===== config.mk =====
export PLATFORM = sky130hd
export DESIGN_NAME = utf8_to_utf16_transcoder
export DESIGN_NICKNAME = d
export VERILOG_FILES = /design/src/hdl/u8u16_pkg.sv /design/src/hdl/utf8_to_utf16_transcoder.sv /design/src/hdl/u8u16_front.sv /design/src/hdl/u8u16_queue.sv /design/src/hdl/u8u16_back.sv
export SDC_FILE = /design/constraint.sdc
export NUM_CORES = 1
export LEC_CHECK = 0
export BUFFER_PORTS_ARGS = -buffer_cell sky130_fd_sc_hd__buf_2
export CORE_ASPECT_RATIO = 1.2
export CORE_UTILIZATION = 60
export CTS_BUF_LIST = sky130_fd_sc_hd__clkbuf_8 sky130_fd_sc_hd__clkbuf_16
export DETAILED_ROUTE_END_ITERATION = 8
export GPL_TIMING_DRIVEN = 0
export MAX_ROUTING_LAYER = met4
export PLACE_DENSITY = 0.81
export SLEW_MARGIN = 20
export SYNTH_ARGS = -nofsm -noshare
export SYNTH_HDL_FRONTEND = slang
export SYNTH_SLANG_ARGS = --single-unit
export TNS_END_PERCENT = 1

===== constraint.sdc =====
create_clock -name clk -period 8.1 [get_ports clk]
set_input_delay 0.405 -clock clk [delete_from_list [all_inputs] [get_ports clk]]
set_output_delay 0.405 -clock clk [all_outputs]
set_load 0.01 [all_outputs]

===== src/hdl/u8u16_pkg.sv =====
`timescale 1ns / 1ps
`default_nettype none
// ----------------------------------------------------------------------------
// u8u16_pkg
// Shared types, constants and byte classification for the UTF-8 to UTF-16
// transcoder.
// ----------------------------------------------------------------------------
package u8u16_pkg;

  localparam logic [15:0] REPL_CHAR     = 16'hFFFD;
  localparam logic [15:0] SURR_LO       = 16'hD800;
  localparam logic [15:0] LOW_SURR_BASE = 16'hDC00;
  localparam logic [9:0]  TEN_BITS      = 10'h3FF;

  // Code point limits, 21 bits wide
  localparam logic [20:0] CP_MIN2     = 21'h000080;
  localparam logic [20:0] CP_MIN3     = 21'h000800;
  localparam logic [20:0] SUPP_BASE   = 21'h010000;
  localparam logic [20:0] MAX_CP      = 21'h10FFFF;
  localparam logic [20:0] CP_SURR_LO  = 21'h00D800;
  localparam logic [20:0] CP_SURR_HI  = 21'h00DFFF;

  // Depth of the queue between front and back
  localparam int unsigned QDEPTH = 2;

  typedef enum logic [2:0] {
    K_ASCII,
    K_LEAD2,
    K_LEAD3,
    K_LEAD4,
    K_CONT,
    K_BAD
  } kind_t;

  typedef struct packed {
    logic [7:0] data;
    kind_t      kind;
  } ubyte_t;

  typedef struct packed {
    ubyte_t b;
    logic   eos;
  } item_t;

  typedef enum logic [1:0] {
    S_TAKE,
    S_RUN,
    S_LOW
  } back_state_t;

  function automatic kind_t classify(input logic [7:0] c);
    kind_t k;
    if (!c[7])                  k = K_ASCII;
    else if (c[7:5] == 3'b110)  k = K_LEAD2;
    else if (c[7:4] == 4'b1110) k = K_LEAD3;
    else if (c[7:3] == 5'b11110) k = K_LEAD4;
    else if (c[7:6] == 2'b10)   k = K_CONT;
    else                        k = K_BAD;
    return k;
  endfunction

  // Total sequence length in bytes; single-byte kinds give 1
  function automatic logic [2:0] seq_len(input kind_t k);
    logic [2:0] n;
    case (k)
      K_LEAD2: n = 3'd2;
      K_LEAD3: n = 3'd3;
      K_LEAD4: n = 3'd4;
      default: n = 3'd1;
    endcase
    return n;
  endfunction

  function automatic logic is_lead(input kind_t k);
    return (k == K_LEAD2) || (k == K_LEAD3) || (k == K_LEAD4);
  endfunction

  // True if a buffer with this front byte and fill will produce a unit
  function automatic logic will_emit(input kind_t k, input logic [2:0] cnt,
                                     input logic eos);
    return (cnt != 3'd0) && (!is_lead(k) || (cnt >= seq_len(k)) || eos);
  endfunction

endpackage
`default_nettype wire


===== src/hdl/utf8_to_utf16_transcoder.sv =====
`timescale 1ns / 1ps
`default_nettype none
// ----------------------------------------------------------------------------
// utf8_to_utf16_transcoder
// UTF-8 byte stream in, UTF-16 code units out, with replacement on bad input.
// ----------------------------------------------------------------------------
// Usage:
//   Input channel (in_valid/in_ready) carries one UTF-8 byte per transaction
//   plus end_of_string on the last byte. Output channel (out_valid/out_ready)
//   carries one code unit per transaction; run_last marks the last unit
//   caused by an input byte, string_last the final unit of the string.
//   A byte that only extends an unfinished sequence produces no output.
//   An input byte passes the front register and the queue, is taken by
//   the decode sequencer and then decoded into the output register.
//   The sequencer takes one byte, then emits its units one at a time (or
//   moves on when the byte completes nothing) before it takes the next;
//   rescans after a malformed sequence emit one replacement per byte.
//   The front register and a 2-entry queue keep accepting input while the
//   sequencer is busy or the output is stalled.
//   Reset clears the pending byte count, queue and all valid flags; held
//   bytes are dropped. A stalled receiver holds the output register and
//   the sequencer waits, then the queue fills and in_ready drops.
// ----------------------------------------------------------------------------
module utf8_to_utf16_transcoder (
  input  logic        clk,
  input  logic        rst,
  input  logic        in_valid,
  output logic        in_ready,
  input  logic [7:0]  in_byte,
  input  logic        end_of_string,
  output logic        out_valid,
  input  logic        out_ready,
  output logic [15:0] code_unit,
  output logic        run_last,
  output logic        string_last
);
  import u8u16_pkg::*;

  // front stage to queue
  logic  f_valid;
  logic  f_ready;
  item_t f_item;

  // queue to decode sequencer
  logic  q_valid;
  logic  q_pop;
  item_t q_item;

  u8u16_front u_front (
    .clk           (clk),
    .rst           (rst),
    .in_valid      (in_valid),
    .in_ready      (in_ready),
    .in_byte       (in_byte),
    .end_of_string (end_of_string),
    .f_valid       (f_valid),
    .f_ready       (f_ready),
    .f_item        (f_item)
  );

  u8u16_queue u_queue (
    .clk        (clk),
    .rst        (rst),
    .push       (f_valid),
    .push_ready (f_ready),
    .push_item  (f_item),
    .q_valid    (q_valid),
    .q_pop      (q_pop),
    .q_item     (q_item)
  );

  u8u16_back u_back (
    .clk         (clk),
    .rst         (rst),
    .q_valid     (q_valid),
    .q_item      (q_item),
    .q_pop       (q_pop),
    .out_valid   (out_valid),
    .out_ready   (out_ready),
    .code_unit   (code_unit),
    .run_last    (run_last),
    .string_last (string_last)
  );

endmodule
`default_nettype wire


===== src/hdl/u8u16_front.sv =====
`timescale 1ns / 1ps
`default_nettype none
// ----------------------------------------------------------------------------
// u8u16_front
// Input stage: registers each incoming byte with its class tag.
// ----------------------------------------------------------------------------
module u8u16_front (
  input  logic              clk,
  input  logic              rst,
  input  logic              in_valid,
  output logic              in_ready,
  input  logic [7:0]        in_byte,
  input  logic              end_of_string,
  output logic              f_valid,
  input  logic              f_ready,
  output u8u16_pkg::item_t  f_item
);
  import u8u16_pkg::*;

  assign in_ready = !f_valid || f_ready;

  always_ff @(posedge clk) begin
    if (rst) begin
      f_valid <= 1'b0;
    end else if (in_ready) begin
      f_valid <= in_valid;
    end
  end

  always_ff @(posedge clk) begin
    if (in_valid && in_ready) begin
      f_item.b.data <= in_byte;
      f_item.b.kind <= classify(in_byte);
      f_item.eos    <= end_of_string;
    end
  end

endmodule
`default_nettype wire


===== src/hdl/u8u16_queue.sv =====
`timescale 1ns / 1ps
`default_nettype none
// ----------------------------------------------------------------------------
// u8u16_queue
// Two-entry queue of classified bytes between front and back.
// ----------------------------------------------------------------------------
module u8u16_queue (
  input  logic              clk,
  input  logic              rst,
  input  logic              push,
  output logic              push_ready,
  input  u8u16_pkg::item_t  push_item,
  output logic              q_valid,
  input  logic              q_pop,
  output u8u16_pkg::item_t  q_item
);
  import u8u16_pkg::*;

  item_t       slots [QDEPTH];
  logic        wr_ptr;
  logic        rd_ptr;
  logic [1:0]  count;
  logic        do_push;

  assign push_ready = (count != 2'(QDEPTH));
  assign q_valid    = (count != 2'd0);
  assign q_item     = slots[rd_ptr];
  assign do_push    = push && push_ready;

  always_ff @(posedge clk) begin
    if (rst) begin
      wr_ptr <= 1'b0;
      rd_ptr <= 1'b0;
      count  <= 2'd0;
    end else begin
      if (do_push) wr_ptr <= !wr_ptr;
      if (q_pop)   rd_ptr <= !rd_ptr;
      case ({do_push, q_pop})
        2'b10:   count <= count + 2'd1;
        2'b01:   count <= count - 2'd1;
        default: count <= count;
      endcase
    end
  end

  always_ff @(posedge clk) begin
    if (do_push) slots[wr_ptr] <= push_item;
  end

  a_count_range: assert property (@(posedge clk) disable iff (rst)
    count <= 2'(QDEPTH))
    else $error("queue count out of range");

  a_pop_nonempty: assert property (@(posedge clk) disable iff (rst)
    q_pop |-> (count != 2'd0))
    else $error("pop from empty queue");

  a_fill: assert property (@(posedge clk) disable iff (rst)
    (do_push && !q_pop && count == 2'd1) |=> (count == 2'd2))
    else $error("queue lost a push");

endmodule
`default_nettype wire


===== src/hdl/u8u16_back.sv =====
`timescale 1ns / 1ps
`default_nettype none
// ----------------------------------------------------------------------------
// u8u16_back
// Decode sequencer: holds pending bytes, resolves them into code units one
// sequence at a time and drives the registered output transaction.
// ----------------------------------------------------------------------------
module u8u16_back (
  input  logic              clk,
  input  logic              rst,
  input  logic              q_valid,
  input  u8u16_pkg::item_t  q_item,
  output logic              q_pop,
  output logic              out_valid,
  input  logic              out_ready,
  output logic [15:0]       code_unit,
  output logic              run_last,
  output logic              string_last
);
  import u8u16_pkg::*;

  back_state_t state, state_next;
  ubyte_t      pend [4];
  ubyte_t      pend_next [4];
  logic [2:0]  cnt, cnt_next;
  logic        eos, eos_next;
  logic [15:0] low_unit, low_next;

  // decode of the front sequence
  logic        lead;
  logic [2:0]  len;
  logic        complete;
  logic        conts_ok;
  logic [20:0] cp;
  logic        cp_bad;
  logic        good;
  logic        wide;
  logic [2:0]  drop;
  logic [2:0]  rest;
  logic        more;
  logic [19:0] v;
  logic [15:0] hi_unit;
  logic [15:0] lo_unit;

  logic        out_free;
  logic        emit;
  logic [15:0] unit;
  logic        last;

  assign out_free = !out_valid || out_ready;

  always_comb begin
    lead     = is_lead(pend[0].kind);
    len      = seq_len(pend[0].kind);
    complete = (cnt >= len);
    conts_ok = 1'b1;
    for (int j = 1; j < 4; j++) begin
      if ((3'(j) < len) && (pend[j].kind != K_CONT)) conts_ok = 1'b0;
    end
    case (len)
      3'd2:    cp = {10'd0, pend[0].data[4:0], pend[1].data[5:0]};
      3'd3:    cp = {5'd0, pend[0].data[3:0], pend[1].data[5:0], pend[2].data[5:0]};
      3'd4:    cp = {pend[0].data[2:0], pend[1].data[5:0], pend[2].data[5:0],
                     pend[3].data[5:0]};
      default: cp = {13'd0, pend[0].data};
    endcase
    cp_bad = ((len == 3'd2) && (cp < CP_MIN2)) ||
             ((len == 3'd3) && (cp < CP_MIN3)) ||
             ((len == 3'd4) && (cp < SUPP_BASE)) ||
             (cp > MAX_CP) ||
             ((cp >= CP_SURR_LO) && (cp <= CP_SURR_HI));
    good    = lead && complete && conts_ok && !cp_bad;
    wide    = (cp >= SUPP_BASE);
    drop    = good ? len : 3'd1;
    rest    = cnt - drop;
    more    = will_emit(pend[drop[1:0]].kind, rest, eos);
    v       = 20'(cp - SUPP_BASE);
    hi_unit = SURR_LO + {6'd0, v[19:10] & TEN_BITS};
    lo_unit = LOW_SURR_BASE + {6'd0, v[9:0] & TEN_BITS};
  end

  always_comb begin
    logic [2:0] idx;
    state_next = state;
    pend_next  = pend;
    cnt_next   = cnt;
    eos_next   = eos;
    low_next   = low_unit;
    q_pop      = 1'b0;
    emit       = 1'b0;
    unit       = REPL_CHAR;
    last       = 1'b0;
    idx        = 3'd0;
    case (state)
      S_TAKE: begin
        q_pop = q_valid;
        if (q_valid) begin
          pend_next[cnt[1:0]] = q_item.b;
          cnt_next            = cnt + 3'd1;
          eos_next            = q_item.eos;
          state_next          = S_RUN;
        end
      end
      S_RUN: begin
        if (lead && !complete) begin
          if (eos) begin
            // truncated at end of string: one replacement, rest dropped
            emit = 1'b1;
            last = 1'b1;
            if (out_free) begin
              cnt_next   = 3'd0;
              state_next = S_TAKE;
            end
          end else begin
            state_next = S_TAKE;
          end
        end else begin
          emit = 1'b1;
          if (!lead)      unit = (pend[0].kind == K_ASCII) ? {8'h00, pend[0].data}
                                                           : REPL_CHAR;
          else if (!good) unit = REPL_CHAR;
          else if (wide)  unit = hi_unit;
          else            unit = cp[15:0];
          last = !(good && wide) && !more;
          if (out_free) begin
            for (int i = 0; i < 4; i++) begin
              idx = 3'(i) + drop;
              if (idx < 3'd4) pend_next[i] = pend[idx[1:0]];
            end
            cnt_next = rest;
            if (good && wide) begin
              low_next   = lo_unit;
              state_next = S_LOW;
            end else begin
              state_next = more ? S_RUN : S_TAKE;
            end
          end
        end
      end
      S_LOW: begin
        emit = 1'b1;
        unit = low_unit;
        last = !will_emit(pend[0].kind, cnt, eos);
        if (out_free) state_next = last ? S_TAKE : S_RUN;
      end
      default: state_next = S_TAKE;
    endcase
  end

  always_ff @(posedge clk) begin
    if (rst) begin
      state <= S_TAKE;
      cnt   <= 3'd0;
      eos   <= 1'b0;
    end else begin
      state <= state_next;
      cnt   <= cnt_next;
      eos   <= eos_next;
    end
  end

  always_ff @(posedge clk) begin
    pend     <= pend_next;
    low_unit <= low_next;
  end

  always_ff @(posedge clk) begin
    if (rst) begin
      out_valid <= 1'b0;
    end else if (emit && out_free) begin
      out_valid <= 1'b1;
    end else if (out_ready) begin
      out_valid <= 1'b0;
    end
  end

  always_ff @(posedge clk) begin
    if (emit && out_free) begin
      code_unit   <= unit;
      run_last    <= last;
      string_last <= last && eos;
    end
  end

  a_take_room: assert property (@(posedge clk) disable iff (rst)
    (state == S_TAKE) |-> (cnt <= 3'd3))
    else $error("pending buffer overfull while waiting for a byte");

  a_eos_flush: assert property (@(posedge clk) disable iff (rst)
    (state == S_TAKE && eos) |-> (cnt == 3'd0))
    else $error("bytes left pending after end of string");

  a_str_last: assert property (@(posedge clk) disable iff (rst)
    (out_valid && string_last) |-> run_last)
    else $error("string_last without run_last");

endmodule
`default_nettype wire


==> results by group <==
Detailed routing
  – DRC Markers: 0
  – Pre-antenna DRT Iters: 6
  – Routed vias: 7,157
  – Detail Route Antenna Nets: 0
  – Final wirelength: 25,960 um
  – Via-to-Cell Ratio: 7.037
  – Drt wl/cell: 25.53 um
  – Starting DRC count in detailed routing: 1,037

Clock tree
  – Clock buffer count from CTS: 17
  – CTS resizes: 0
  – Hold Buf Count CTS: 0
  – H-tree levels: 4
  – Post-CTS setup buffers: 0
  – CTS Sinks: 121
  – Root Buffer: clkbuf_16
  – CTS tree: done
  – Clock buffer depth: 2
  – Clk slew on worst S/H paths: 0.07 ns
  – Worst-Skew Late Latency: 0.43 ns

Yosys
  – Netlist Area Pre-Place: 0.007734 mm2
  – Distinct cells, synth: 84
  – Post-synthesis sequential area ratio: 0.4530
  – Ys async rst share: 0
  – Primary FF master, synth: edfxtp_1
  – Net Count, Synth: 821
  – Syn avg cell area: 9.827 um2
  – EDFF count, synth: 108
  – #FFs+latches synth: 121
  – Synth warn: 0
  – Mapped Cells: 787

Setup path
  – Crit path max fanout: 10
  – Worst setup SP type: register
  – Worst Setup End Kind: register
  – CP max-delay cell: nor4_2
  – CP arrival: 7.39 ns
  – Worst EP required: 8.33 ns
  – Crit path buf inv count: 6
  – Crit-path cells: buf_4 -> nor2b_1 -> buf_1 -> clkinv_1 -> clkbuf_1 -> ha_1 -> nand2b_1 -> a21o_1 -> a21oi_1 -> nor4_2 -> nand2_1 -> or3_1 -> buf_2 -> nor2_1 -> fa_1 -> inv_1 -> ha_1 -> a21o_1 -> a211o_1 -> nor3_1 -> a21oi_1 -> o41ai_1
  – Setup CP Type: reg -> reg
  – CP peak stage delay: 0.58 ns
  – Delay-heaviest family, CP: simple AND/OR/NAND/NOR gates

Placement
  – Count of port buffers added during placement: 32
  – Placed insts: 985
  – Final Wtd Congestion: 0.9973
  – Dpl hpwl: 18,220 um

Status
  – Status: complete, no violations

Power and ir drop
  – Peak VDD IR: 183.5 uV
  – Pwr dens: 406.5 mW/mm2
  – Leakage: 3.064 nW

STA
  – Layout Skew: 0.01128 ns
  – Setup-failing EPs final: 0
  – Max-slew headroom: 0.2198
  – Final hold slack: 0.1545 ns
  – Tcrit/Tclk final: 0.8850
  – Fmax: 0.1395 GHz
  – Final Slew Violations: 0
  – Final hold vios: 0
  – RSZ-0062 raised after global routing: no
  – Worst Max-Slew Pin Slew: 1.170 ns
  – Setup_tns: 0 ns
  – Minimum clock period: 7.168 ns

Global routing
  – First-pass GRT wire length: 39,350 um
  – M3 GR Usage: 0.06886
  – Initial antenna violation count: 0
  – GR peak layer: met2
  – Largest net degree at the start of global routing: 19
  – Total GRT Usage: 0.4089
  – Met2 Track Usage GR: 0.6494
  – GRT overflow: 0
  – Met1 Resource Use GR: 0.4923
  – Vias in the first global route: 7,085

Floorplanning
  – Die Area: 0.01335 mm2
  – Die W: 105.6 um
  – Core ar.: 0.01261 mm2
  – Initial Util: 0.6132
  – IO Pins: 33
  – Die Span Y: 126.4 um
  – Row count: 45

Flow run
  – Maxcap violations: 0

Cells and area
  – # nets final: 874
  – Finished Layout Cells: 1,017
  – Fillers: 981
  – Most common cell after layout, fill and taps aside: edfxtp_1
  – Most frequent cells in the layout: 108 x edfxtp_1, 85 x nand2_1, 65 x nor2_1, 65 x a21oi_1, 43 x buf_2
  – # diodes: 0
  – Layout cells sized above 1: 0.1536
  – Synthesis-to-finish area growth: 12.44%

Hold path
  – HP Class: in -> reg
-- final timing paths --
kind	cells after the start	slack (ns)	from	endpoint
setup reg to reg	22	0.93	u_back.pend[35]	u_back.run_last
hold reg to reg	0	0.45	u_front.f_item[5]	u_queue.slots[1][5]
hold / removal	1	0.15	end_of_string	u_front.f_item[0]
setup / recovery	22	0.93	u_back.pend[35]	u_back.run_last
-- layout make-up --
cell class	count	area (um2)	share of cell area
buffer	59	280.3	0.03223
clock buffer	17	425.4	0.04892
clock inverter	15	135.1	0.01554
inverter	20	75.07	0.008633
multi-input combinational	587	3889	0.4472
sequential	121	3503	0.4029
tap	164	205.2	0.02360
timing repair buffer	34	182.7	0.02101
-- sequential cells by signal, indices dropped and copies added (netlist names), 2 cells and up, named ones only --
name,flops
u_queue.slots,24
u_back.low_unit,10
u_back.pend,44
u_front.f_item,12
u_back.code_unit,16
u_back.cnt,3
u_queue.count,2
u_back.state,2
-- synthesized netlist by cell type, drive strengths merged, types with 4 or more instances --
| master | count | area [um2] |
|---|---|---|
| edfxtp | 108 | 3243 |
| nand2 | 87 | 331.6 |
| a21oi | 68 | 344.1 |
| nor2 | 67 | 254.0 |
| a211oi | 41 | 307.8 |
| nand3 | 39 | 195.2 |
| mux2i | 35 | 350.3 |
| clkbuf | 34 | 127.6 |
| o21ai | 31 | 155.1 |
| buf | 25 | 152.6 |
| ha | 20 | 250.2 |
| inv | 19 | 71.32 |
| mux2 | 19 | 214.0 |
| dfxtp | 13 | 260.3 |
| nand2b | 13 | 88.83 |
| and3 | 12 | 75.07 |
| nor2b | 11 | 68.82 |
| a21o | 9 | 67.56 |
| nor3 | 9 | 55.05 |
| nand4 | 7 | 50.05 |
| o221ai | 7 | 61.31 |
| o31ai | 7 | 52.55 |
| a21boi | 6 | 45.04 |
| o211ai | 6 | 45.04 |
| xnor2 | 6 | 52.55 |
| a31oi | 5 | 31.28 |
| and3b | 5 | 43.79 |
| or3 | 5 | 31.28 |
| nand3b | 4 | 30.03 |
| nor4 | 4 | 46.29 |
| o22ai | 4 | 25.02 |
-- routing by layer --
layer / wire [um] / vias up / part of all wire
met5: 0 / - / 0
met4: 1301 / 0 / 0.050
met3: 2587 / 124 / 0.10
met2: 12470 / 559 / 0.48
met1: 9607 / 3400 / 0.37
li1: - / 3074 / -
-- kinds of logic after synthesis --
family,Yosys count,synth area share
AOI/OAI and AO/OA,223,0.1941
xor gates and xnor gates,8,0.009060
adders and majority gates,21,0.03495
buffers and inverters,79,0.04595
DFF,121,0.4530
muxes,57,0.08170
and+or+nand+nor,278,0.1812
-- power breakdown --
part           total (mW)  switching (mW)  internal (mW)
sequential           1.03           0.131          0.903
combinational        1.75            1.17          0.586
clock               0.748           0.320          0.429
total                3.53            1.62           1.92
-- through the flow --
step	area [um2]	power, mW	worst slack [ns]	util
3_5_place_dp	8135	2.701	1.232	0.6450
3_3_place_gp	8099	2.640	1.310	0.6422
2_1_floorplan	7734	2.164	2.773	-
5_1_grt	8696	3.659	0.8442	0.6895
6_report	8696	3.535	0.9316	0.6895
4_1_cts	8696	3.446	1.141	0.6895
Power figures use the tool's default switching activity.
